==> src/hdl/fhm_pkg.sv <==
// Shared types and codes for the FIFO hand-off mutex.
`timescale 1ns / 1ps
package fhm_pkg;

  // Request kinds carried in req_type.
  localparam logic REQ_LOCK   = 1'b0;
  localparam logic REQ_UNLOCK = 1'b1;

  // Outcome codes reported with every result item.
  localparam logic [2:0] OC_GRANTED  = 3'd0;
  localparam logic [2:0] OC_WAIT     = 3'd1;
  localparam logic [2:0] OC_FREED    = 3'd2;
  localparam logic [2:0] OC_HANDOVER = 3'd3;
  localparam logic [2:0] OC_IGNORED  = 3'd4;

  typedef struct packed {
    logic       req_type;
    logic [7:0] proc_id;
  } in_item_t;

  typedef struct packed {
    logic [2:0] outcome;
    logic       queue_full;
    logic [7:0] woken_id;
    logic [7:0] holder_id;
    logic       is_locked;
  } out_item_t;

  // Commands from the controller to the datapath.
  typedef struct packed {
    logic capture;  // latch the request and read the entry behind the head
    logic commit;   // apply the request and load the result register
  } ctl_cmd_t;

  typedef enum logic [1:0] {
    ST_IDLE = 2'b01,
    ST_EXEC = 2'b10
  } ctl_state_t;

endpackage

==> src/hdl/fhm_ctrl.sv <==
// Controller state machine of the FIFO hand-off mutex.
`timescale 1ns / 1ps
module fhm_ctrl
  import fhm_pkg::*;
(
  input  logic     clk,
  input  logic     rst_n,
  input  logic     in_valid,
  input  logic     out_ready,
  output logic     in_ready,
  output logic     out_valid,
  output ctl_cmd_t cmd
);

  ctl_state_t state_r, state_nxt;
  logic       out_valid_r, out_valid_nxt;
  logic       slot_free;

  assign slot_free = !out_valid_r || out_ready;
  assign in_ready  = (state_r == ST_IDLE);
  assign out_valid = out_valid_r;

  always_comb begin
    state_nxt     = state_r;
    out_valid_nxt = out_valid_r && !out_ready;
    cmd           = '0;
    unique case (state_r)
      ST_IDLE: begin
        if (in_valid) begin
          cmd.capture = 1'b1;
          state_nxt   = ST_EXEC;
        end
      end
      ST_EXEC: begin
        if (slot_free) begin
          cmd.commit    = 1'b1;
          out_valid_nxt = 1'b1;
          state_nxt     = ST_IDLE;
        end
      end
      default: begin
        state_nxt = ST_IDLE;
      end
    endcase
  end

  always_ff @(posedge clk) begin
    if (!rst_n) begin
      state_r     <= ST_IDLE;
      out_valid_r <= 1'b0;
    end else begin
      state_r     <= state_nxt;
      out_valid_r <= out_valid_nxt;
    end
  end

`ifndef NO_ASSERTIONS
  // A result is only loaded when the previous one has been taken or is leaving.
  a_no_overwrite: assert property (@(posedge clk) disable iff (!rst_n)
    cmd.commit |-> (!out_valid_r || out_ready))
    else $error("result register overwritten while still held");
  // Every captured item is followed by its commit before another capture.
  a_capture_then_exec: assert property (@(posedge clk) disable iff (!rst_n)
    cmd.capture |=> (state_r == ST_EXEC) && !cmd.capture)
    else $error("capture not followed by execute state");
  // The result register becomes valid exactly after a commit.
  a_valid_after_commit: assert property (@(posedge clk) disable iff (!rst_n)
    $rose(out_valid_r) |-> $past(cmd.commit))
    else $error("result valid without a commit");
`endif

endmodule

==> src/hdl/fhm_datapath.sv <==
// Datapath of the FIFO hand-off mutex: wait queue, pointers, owner and result register.
`timescale 1ns / 1ps
module fhm_datapath
  import fhm_pkg::*;
#(
  parameter int QUEUE_DEPTH = 16,
  parameter int ID_BITS     = 8
) (
  input  logic      clk,
  input  logic      rst_n,
  input  ctl_cmd_t  cmd,
  input  in_item_t  in_item,
  output out_item_t out_item
);

  localparam int PTR_W = $clog2(QUEUE_DEPTH);
  localparam int CNT_W = $clog2(QUEUE_DEPTH + 1);
  localparam int SUM_W = CNT_W + 1;

  logic [ID_BITS-1:0] queue_mem [QUEUE_DEPTH];
  logic [ID_BITS-1:0] rd_data_r;

  logic               req_r;
  logic [ID_BITS-1:0] pid_r;

  logic               held_r, held_nxt;
  logic [ID_BITS-1:0] owner_r, owner_nxt;
  logic [PTR_W-1:0]   head_r, head_nxt;
  logic [CNT_W-1:0]   count_r, count_nxt;
  out_item_t          out_item_r, out_item_nxt;

  logic [PTR_W-1:0]   head_inc;
  logic [SUM_W-1:0]   tail_sum;
  logic [PTR_W-1:0]   tail_idx;
  logic               queue_is_full;
  logic               do_write;

  assign head_inc = (head_r == PTR_W'(QUEUE_DEPTH - 1)) ? '0 : head_r + 1'b1;
  assign tail_sum = SUM_W'(head_r) + SUM_W'(count_r);
  assign tail_idx = (tail_sum >= SUM_W'(QUEUE_DEPTH)) ?
                    PTR_W'(tail_sum - SUM_W'(QUEUE_DEPTH)) : PTR_W'(tail_sum);
  assign queue_is_full = (count_r == CNT_W'(QUEUE_DEPTH));
  assign do_write = cmd.commit && (req_r == REQ_LOCK) && !queue_is_full;

  always_comb begin
    held_nxt     = held_r;
    owner_nxt    = owner_r;
    head_nxt     = head_r;
    count_nxt    = count_r;
    out_item_nxt = out_item_r;
    if (cmd.commit) begin
      out_item_nxt.outcome    = OC_IGNORED;
      out_item_nxt.queue_full = 1'b0;
      out_item_nxt.woken_id   = '0;
      if (req_r == REQ_LOCK) begin
        if (queue_is_full) begin
          out_item_nxt.queue_full = 1'b1;
        end else begin
          count_nxt = count_r + 1'b1;
          if (held_r) begin
            out_item_nxt.outcome = OC_WAIT;
          end else begin
            owner_nxt            = pid_r;
            held_nxt             = 1'b1;
            out_item_nxt.outcome = OC_GRANTED;
          end
        end
      end else if (held_r) begin
        // The owner sits at the head; popping it exposes the next waiter.
        if (count_r != '0) begin
          head_nxt  = head_inc;
          count_nxt = count_r - 1'b1;
        end
        if (count_nxt != '0) begin
          owner_nxt             = rd_data_r;
          out_item_nxt.woken_id = 8'(rd_data_r);
          out_item_nxt.outcome  = OC_HANDOVER;
        end else begin
          held_nxt             = 1'b0;
          owner_nxt            = '0;
          out_item_nxt.outcome = OC_FREED;
        end
      end
      out_item_nxt.holder_id = 8'(owner_nxt);
      out_item_nxt.is_locked = held_nxt;
    end
  end

  always_ff @(posedge clk) begin
    if (do_write) begin
      queue_mem[tail_idx] <= pid_r;
    end
    if (cmd.capture) begin
      rd_data_r <= queue_mem[head_inc];
    end
  end

  always_ff @(posedge clk) begin
    if (cmd.capture) begin
      req_r <= in_item.req_type;
      pid_r <= ID_BITS'(in_item.proc_id);
    end
    out_item_r <= out_item_nxt;
  end

  always_ff @(posedge clk) begin
    if (!rst_n) begin
      held_r  <= 1'b0;
      owner_r <= '0;
      head_r  <= '0;
      count_r <= '0;
    end else begin
      held_r  <= held_nxt;
      owner_r <= owner_nxt;
      head_r  <= head_nxt;
      count_r <= count_nxt;
    end
  end

  assign out_item = out_item_r;

`ifndef NO_ASSERTIONS
  a_count_bound: assert property (@(posedge clk) disable iff (!rst_n)
    count_r <= CNT_W'(QUEUE_DEPTH))
    else $error("entry count beyond queue depth");
  // The owner is always the queue head, so held and non-empty go together.
  a_held_iff_nonempty: assert property (@(posedge clk) disable iff (!rst_n)
    held_r == (count_r != '0))
    else $error("lock state disagrees with queue occupancy");
  a_free_no_owner: assert property (@(posedge clk) disable iff (!rst_n)
    !held_r |-> (owner_r == '0))
    else $error("free lock still has an owner");
`endif

endmodule

==> src/hdl/fifo_handoff_mutex_top.sv <==
// Top level of the FIFO hand-off mutex: controller plus datapath.
// The result item of an accepted request is loaded into the result register by the
// commit in the execute state, which follows capture. A new request is taken only
// once the previous one is committed. The queue read behind the head is registered,
// so each item passes capture, then execute. A held result stalls only execute.
// Reset (rst_n low, synchronous) frees the lock and empties the queue at once.
`timescale 1ns / 1ps
module fifo_handoff_mutex_top
  import fhm_pkg::*;
#(
  parameter int QUEUE_DEPTH = 16,
  parameter int ID_BITS     = 8
) (
  input  logic      clk,
  input  logic      rst_n,
  input  logic      in_valid,
  output logic      in_ready,
  input  in_item_t  in_item,
  output logic      out_valid,
  input  logic      out_ready,
  output out_item_t out_item
);

  // The controller only sequences: it decides when an item is captured and
  // when it is applied, and it owns the valid flag of the result register.
  ctl_cmd_t cmd;

  fhm_ctrl u_ctrl (
    .clk       (clk),
    .rst_n     (rst_n),
    .in_valid  (in_valid),
    .out_ready (out_ready),
    .in_ready  (in_ready),
    .out_valid (out_valid),
    .cmd       (cmd)
  );

  // The datapath holds the wait queue (a circular buffer with head pointer and
  // entry count), the lock flag, the owner id and the result register. The
  // owner is always the entry at the head of the queue, so a handover simply
  // reads the entry behind the head, fetched during the capture cycle.
  fhm_datapath #(
    .QUEUE_DEPTH (QUEUE_DEPTH),
    .ID_BITS     (ID_BITS)
  ) u_datapath (
    .clk      (clk),
    .rst_n    (rst_n),
    .cmd      (cmd),
    .in_item  (in_item),
    .out_item (out_item)
  );

endmodule

==> config.mk <==
export PLATFORM = sky130hd
export DESIGN_NAME = fifo_handoff_mutex_top
export DESIGN_NICKNAME = d
export VERILOG_FILES = /design/src/hdl/fhm_pkg.sv /design/src/hdl/fhm_ctrl.sv /design/src/hdl/fhm_datapath.sv /design/src/hdl/fifo_handoff_mutex_top.sv
export SDC_FILE = /design/constraint.sdc
export NUM_CORES = 1
export LEC_CHECK = 0
export BUFFER_PORTS_ARGS = -buffer_cell sky130_fd_sc_hd__buf_2
export CAP_MARGIN = 10
export CORE_MARGIN = 8
export CORE_UTILIZATION = 43
export DETAILED_ROUTE_END_ITERATION = 12
export GPL_TIMING_DRIVEN = 1
export SLEW_MARGIN = 10
export SYNTH_ARGS = -nofsm -noshare
export SYNTH_HDL_FRONTEND = slang
export SYNTH_HIERARCHICAL = 1
export SYNTH_SLANG_ARGS = --single-unit
==> constraint.sdc <==
create_clock -name clk -period 4.25 [get_ports clk]
set_input_delay 0.85 -clock clk [delete_from_list [all_inputs] [get_ports clk]]
set_output_delay 0.85 -clock clk [all_outputs]
set_load 0.05 [all_outputs]
==> results of run 1 <==
==> state kept, by name, summed over array words and instances (netlist names) <==
signal / flops
u_datapath/queue_mem: 128
u_datapath/count_r: 5
u_ctrl/state_r: 2
u_datapath/owner_r: 8
u_datapath/held_r: 1
u_datapath/pid_r: 8
u_datapath/rd_data_r: 8
u_datapath/out_item: 21
u_datapath/head_r: 4
u_ctrl/out_valid: 1
u_datapath/req_r: 1
==> how the worst max path moves through the flow <==
stage	start	to	slack (ns)	depth (start not counted)
2_1_floorplan	out_ready	u_datapath/queue_mem[0][0]	0.54	6
3_3_place_gp	u_datapath/head_r[0]	u_datapath/rd_data_r[2]	1.10	6
3_5_place_dp	u_datapath/head_r[0]	u_datapath/rd_data_r[6]	1.08	6
4_1_cts	u_datapath/head_r[0]	u_datapath/rd_data_r[6]	1.08	6
5_1_grt	u_datapath/head_r[0]	u_datapath/rd_data_r[2]	0.89	6
6_report	u_datapath/head_r[0]	u_datapath/rd_data_r[2]	1.07	6
==> area by class of cell <==
cell class	count	area, µm²
clock buffers	18	429
clock inverters	14	98.8
fillers	1524	9230
inverters	8	30.0
multi-input cells	290	2270
flip-flops and latches	187	5410
well taps	229	287
repair buffers	40	213
==> cells by family after synthesis <==
family                   count (synthesis)  synth area share [%]
adder cells (fa/ha/maj)                  7                  1.21
AO/OA/AOI/OAI                          102                  9.39
multiplexers                            30                  7.70
XOR/XNOR                                 9                  1.00
flip-flops                             187                  68.7
buffers and inverters                   34                  2.53
AND/OR/NAND/NOR                        142                  9.44
==> placed cells by master, fill, tap and decap left out, drive strengths merged, types with 2 or more instances in the layout <==
cell type  synthesis  final
a211oi             3      3
nor2              34     34
clkbuf            11     18
nor3b              3      3
a21o               4      4
a31oi              4      4
edfxtp           166    166
o2bb2ai            3      3
mux2               5      5
inv                7     10
mux4              20     20
and2              14     14
nand2             44     44
dfxtp             21     21
xnor2              7      7
a21oi             15     15
mux2i              5      5
a22oi             12     12
o21a               2      2
a221o              8      8
o21ba              8      8
nor2b             15     15
buf               15     40
clkinvlp           0      6
nand3b             3      3
nand2b             5      5
a221oi             2      2
nand3              6      6
o21ai             23     23
ha                 6      6
nor3               5      5
clkinv             1      6
xor2               2      2
o31ai              2      2
o211ai             7      7
==> per-layer routing <==
| metal | wire length, µm | share of wire, % | GRT usage (%) |
|---|---|---|---|
| met5 | 0 | 0 | 0 |
| met4 | 329 | 2.0 | 6.19 |
| met3 | 1160 | 7.0 | 4.21 |
| met2 | 7720 | 47 | 23.3 |
| met1 | 7220 | 44 | 19.3 |
==> stage by stage <==
step	instances	instance area, µm²	hold WS (ns)	worst slack [ns]
final	786	8730	0.516	1.07
after global routing	786	8730	0.558	0.885
after CTS	786	8730	0.519	1.08
after detailed placement	754	8200	0.508	1.08
after global placement	754	8200	0.485	1.10
after floorplan	511	7860	0.490	0.539
==> power breakdown <==
group	internal, W	total [W]	switching, W
combinational	0.0000209	0.0000643	0.0000434
sequential	0.00202	0.00206	0.0000373
clock	0.000748	0.00143	0.000680
==> worst max-delay path: stages (launching register included) <==
cell     delay, ns
dfxtp_1       0.83
ha_1          0.50
a31o_1        0.22
buf_4         0.29
mux4_1        0.61
a22oi_1       0.33
nand2_1       0.12
==> qor.txt, run 1 <==
#FFs+latches synth: 187
Tcrit/Tclk final: 74.8%
PD cells: 406 mW/mm²
Hpwl dp: 11.0 mm
Slew @ Worst Pin: 0.997 ns
Die height: 151 µm
CTS Buffer Depth: 2
Via density per instance: 5.60
Hold Path Stages: 2
Core Footprint: 0.0180 mm²
Mapped Area: 0.00786 mm²
Syn_nets: 531
Clock Root Buffer: clkbuf_16
Latest clock arrival within the worst-skew pair: 0.43 ns
RSZ-0062 raised after global routing: false
Row count: 49
Post-synthesis sequential area ratio: 68.7%
Crit path DAT: 3.34 ns
Count leader, synth: edfxtp_1
Initial antenna violation count: 0
Synth area leader: edfxtp_1
Die X-Extent: 151 µm
Hold buffers post-CTS: 0
Largest net degree at the start of global routing: 32
Global-route wire length before repair: 25.1 mm
F_max: 314 MHz
GRT overflow: 0
R2r worst-path depth: 6
Routed len/inst: 20.9 µm
CP max FO: 19
Final GP Congestion: 0.842
Final Max Tran Viols: 0
Area of the die: 0.0229 mm²
Critical Path End Type: flop
Post-CTS setup buffers: 0
Pleak: 2.85 nW
Share of the synthesized area in the top cell type: 63.4%
Post-layout min period: 3.18 ns
CP Launch Type: flop
Initial DRC count: 396
Hold_sp: u_ctrl/out_valid
Area Overhead vs Synth: 11.0%
Clk pin slew, worst setup/hold paths: 0.06 ns
Peak VDD IR: 0.293 mV
Io pins: 36
Fin nets: 564
Final WL: 16.4 mm
# resized after CTS: 0
Hold Vio Cnt, Final: 0
Reg-to-reg endpoint: u_datapath/rd_data_r[2]
IO Port Bufs: 35
TritonCTS clock tree: built
Global Route Usage Sum: 14.9%
Ant diodes: 0
Setup total negative slack: 0 ns
DRC viols: 0
Number of global-route vias before repair: 4,325
Critical Path RT: 4.41 ns
YS warnings: 6
CP Class: flop to flop
RR Startpoint: u_datapath/head_r[0]
Via count: 4,399
DRT antenna net count: 0
Share of cells above drive strength 1: 18.0%
CTS buffer count: 17
CTS sink count: 187
Worst slew margin: 33.3%
Setup-failing EPs final: 0
Synth cell count leaders: edfxtp_1, nand2_1, nor2_1
Syn avg cell area: 15.4 µm²
Synth cell types: 70
R2R Setup Slk: 1.07 ns
Post-Route Skew: 0.0127 ns
Max-cap violation count: 0
Layout Utilization: 48.6%
Drt first pass iters: 5
Main synth FF type: edfxtp_1
Worst Hold Path EP: u_ctrl/out_valid
Synth async-reset ratio: 0%
Status: completed
Area contributors post-synth: edfxtp_1, dfxtp_1, mux4_1
Min-delay worst type: flop to flop
Post-Syn Instances: 511
Overall power: 0.00355 W
Starting Density: 43.8%
Number of synthesized flops with an enable pin: 166
Htree depth: 4
Power figures use the tool's default switching activity.
==> run 2: changes to the inputs <==
- ABC_AREA: unset -> 1
- clock period: 4.25 -> 2.9 ns (I/O delays scaled with it)
==> run 2 against run 1 <==
Fmax rose by 26%; core utilization up 0.86 points; synthesized cell count increased by 45%; hold slack worse by 0.20 ns; critical path depth grew 1; die area up 2.6%; final cell count increased by 31%; non-clock buffer count increased by 13.
==> qor.txt, run 2 <==
Setup total negative slack: 0 ns (unchanged)
Share of cells above drive strength 1: 15.0% (-2.9 points)
Drt first pass iters: 5 (unchanged)
Synth cell types: 36 (-49%)
Pleak: 3.63 nW (+27%)
DRC viols: 0 (unchanged)
Critical Path RT: 2.96 ns (-1.45 ns)
IO Port Bufs: 35 (unchanged)
Status: completed
Clk pin slew, worst setup/hold paths: 0.07 ns (about the same)
Post-layout min period: 2.53 ns (-0.655 ns)
Peak VDD IR: 0.495 mV (+69%)
DRT antenna net count: 0 (unchanged)
Number of synthesized flops with an enable pin: 166 (unchanged)
Min-delay worst type: input pin to flop
Synth area leader: edfxtp_1
Worst slew margin: 36.3% (+3.0 points)
Max-cap violation count: 0 (unchanged)
Number of global-route vias before repair: 5,301 (+23%)
Layout Utilization: 49.5% (+0.86 points)
Synth async-reset ratio: 0% (unchanged)
Clock Root Buffer: clkbuf_16
Core Footprint: 0.0186 mm² (+3.4%)
Global-route wire length before repair: 30.2 mm (+20%)
Via count: 5,485 (+25%)
Area of the die: 0.0235 mm² (+2.6%)
RSZ-0062 raised after global routing: false
Crit path DAT: 2.59 ns (-0.75 ns)
Setup-failing EPs final: 0 (unchanged)
Starting Density: 43.6% (-0.22 points)
Post-CTS setup buffers: 0 (unchanged)
Initial antenna violation count: 0 (unchanged)
Critical Path End Type: flop
Post-Route Skew: 0.0140 ns (+0.00135 ns)
CP Launch Type: flop
Global Route Usage Sum: 16.8% (+1.9 points)
PD cells: 609 mW/mm² (+50%)
Largest register by flop count: u_datapath/queue_mem
#FFs+latches synth: 187 (unchanged)
Final GP Congestion: 0.887 (+5.3%)
Syn avg cell area: 10.9 µm² (-29%)
CP max FO: 8 (-11)
Via density per instance: 5.31 (-5.0%)
Max FFs per register: 128 (unchanged)
YS warnings: 6 (unchanged)
Slew @ Worst Pin: 0.955 ns (-0.0413 ns)
Placed Area: 0.00856 mm² (+4.3%)
Share of the synthesized area in the top cell type: 61.6% (-1.8 points)
Synth cell count leaders: nand2_1, edfxtp_1, nand3_1
Ant diodes: 0 (unchanged)
CTS Buffer Depth: 2 (unchanged)
# resized after CTS: 0 (unchanged)
GRT overflow: 0 (unchanged)
Final WL: 19.3 mm (+18%)
CTS buffer count: 17 (unchanged)
Htree depth: 4 (unchanged)
Latest clock arrival within the worst-skew pair: 0.43 ns (about the same)
Tcrit/Tclk final: 87.1% (+12 points)
F_max: 396 MHz (+26%)
Initial DRC count: 483 (+22%)
Post-Syn Instances: 742 (+45%)
Hpwl dp: 12.9 mm (+17%)
Fin nets: 805 (+43%)
Final Max Tran Viols: 0 (unchanged)
Most common cell after layout, fill and taps aside: nand2_1
Count leader, synth: nand2_1
Syn_nets: 762 (+44%)
Hold buffers post-CTS: 0 (unchanged)
Routed len/inst: 18.7 µm (-10%)
Post-synthesis sequential area ratio: 66.8% (-1.9 points)
Die height: 153 µm (+1.3%)
CP Class: flop to flop
CTS sink count: 187 (unchanged)
Die X-Extent: 153 µm (+1.3%)
Largest net degree at the start of global routing: 73 (+130%)
Most frequent cells in the layout: nand2_1, edfxtp_1, nand3_1
TritonCTS clock tree: built
Area Overhead vs Synth: 13.6%
Io pins: 36 (unchanged)
Area contributors post-synth: edfxtp_1, nand2_1, dfxtp_1
Mapped Area: 0.00809 mm² (+2.9%)
Main synth FF type: edfxtp_1
Hold Vio Cnt, Final: 0 (unchanged)
Row count: 50 (+2.0%)
Finished Cell Area: 0.00919 mm² (+5.3%)
==> run 2: cell count changes after synthesis, moves of 11 or more <==
| cell | previous run | this run |
|---|---|---|
| nand2_1 | 44 | 191 |
| nand3_1 | 6 | 83 |
| inv_1 | 7 | 82 |
| a21oi_1 | 15 | 40 |
| o21ai_0 | 22 | 39 |
| nor2b_1 | 15 | 0 |
| and2_1 | 14 | 0 |
| a22oi_1 | 12 | 0 |
| mux4_1 | 12 | 0 |
| buf_2 | 4 | 15 |
==> run 2: layer usage <==
metal | share of wire, % | global-route usage [%]
met5 | 0 | 0
met2 | 49 | 26.9
met1 | 44 | 22.7
met3 | 5.8 | 3.50
met4 | 1.3 | 4.85
==> run 2: where the power goes <==
| part | switching [W] | internal (W) | leakage, nW |
|---|---|---|---|
| combinational | 0.000115 | 0.0000435 | 1.65 |
| clock | 0.00109 | 0.00132 | 0.304 |
| sequential | 0.0000596 | 0.00296 | 1.68 |
| total | 0.00127 | 0.00433 | 3.63 |
==> run 2: critical path, stage by stage (launching register included) <==
cell and delay (ns):
dfxtp_1 0.49, inv_1 0.13, ha_1 0.30, nand3_4 0.17, nand3_1 0.13, inv_1 0.15
nand3_1 0.20, nor2_1 0.59
==> run 2: kinds of logic after synthesis <==
group / after synthesis / share of synthesized area [%]
adders and majority gates: 7 / 1.18
AOI/OAI and AO/OA: 101 / 6.96
and+or+nand+nor: 324 / 18.4
xor gates and xnor gates: 5 / 0.541
buffers and inverters: 118 / 6.14
DFF: 187 / 66.8
==> run 2: layout make-up <==
type | count | area, µm²
clock buffer | 17 | 425
timing repair buffer | 53 | 323
inverter | 89 | 334
fill | 1655 | 9390
sequential | 187 | 5410
tap | 234 | 293
clock inverter | 15 | 208
multi-input combinational | 437 | 2200
==> run 2: per-stage QoR <==
stage,std cells,hold WS [ns],total power (W),setup slack [ns]
6_report,1032,0.319,0.00559,0.375
5_1_grt,1032,0.299,0.00576,0.149
4_1_cts,1032,0.303,0.00564,0.390
3_5_place_dp,1000,0.551,0.00324,0.382
3_3_place_gp,1000,0.538,0.00323,0.462
2_1_floorplan,742,0.512,0.00316,0.257
==> run 2: worst paths after layout <==
path              slack [ns]                          end  cells past startpoint             startpoint
setup reg to reg        0.37  u_datapath/queue_mem[13][2]                      7  u_datapath/count_r[1]
hold reg to reg         0.56         u_datapath/head_r[2]                      2   u_datapath/head_r[2]
setup / recovery        0.37  u_datapath/queue_mem[13][2]                      7  u_datapath/count_r[1]
hold / removal          0.32          u_datapath/pid_r[5]                      1             in_item[5]
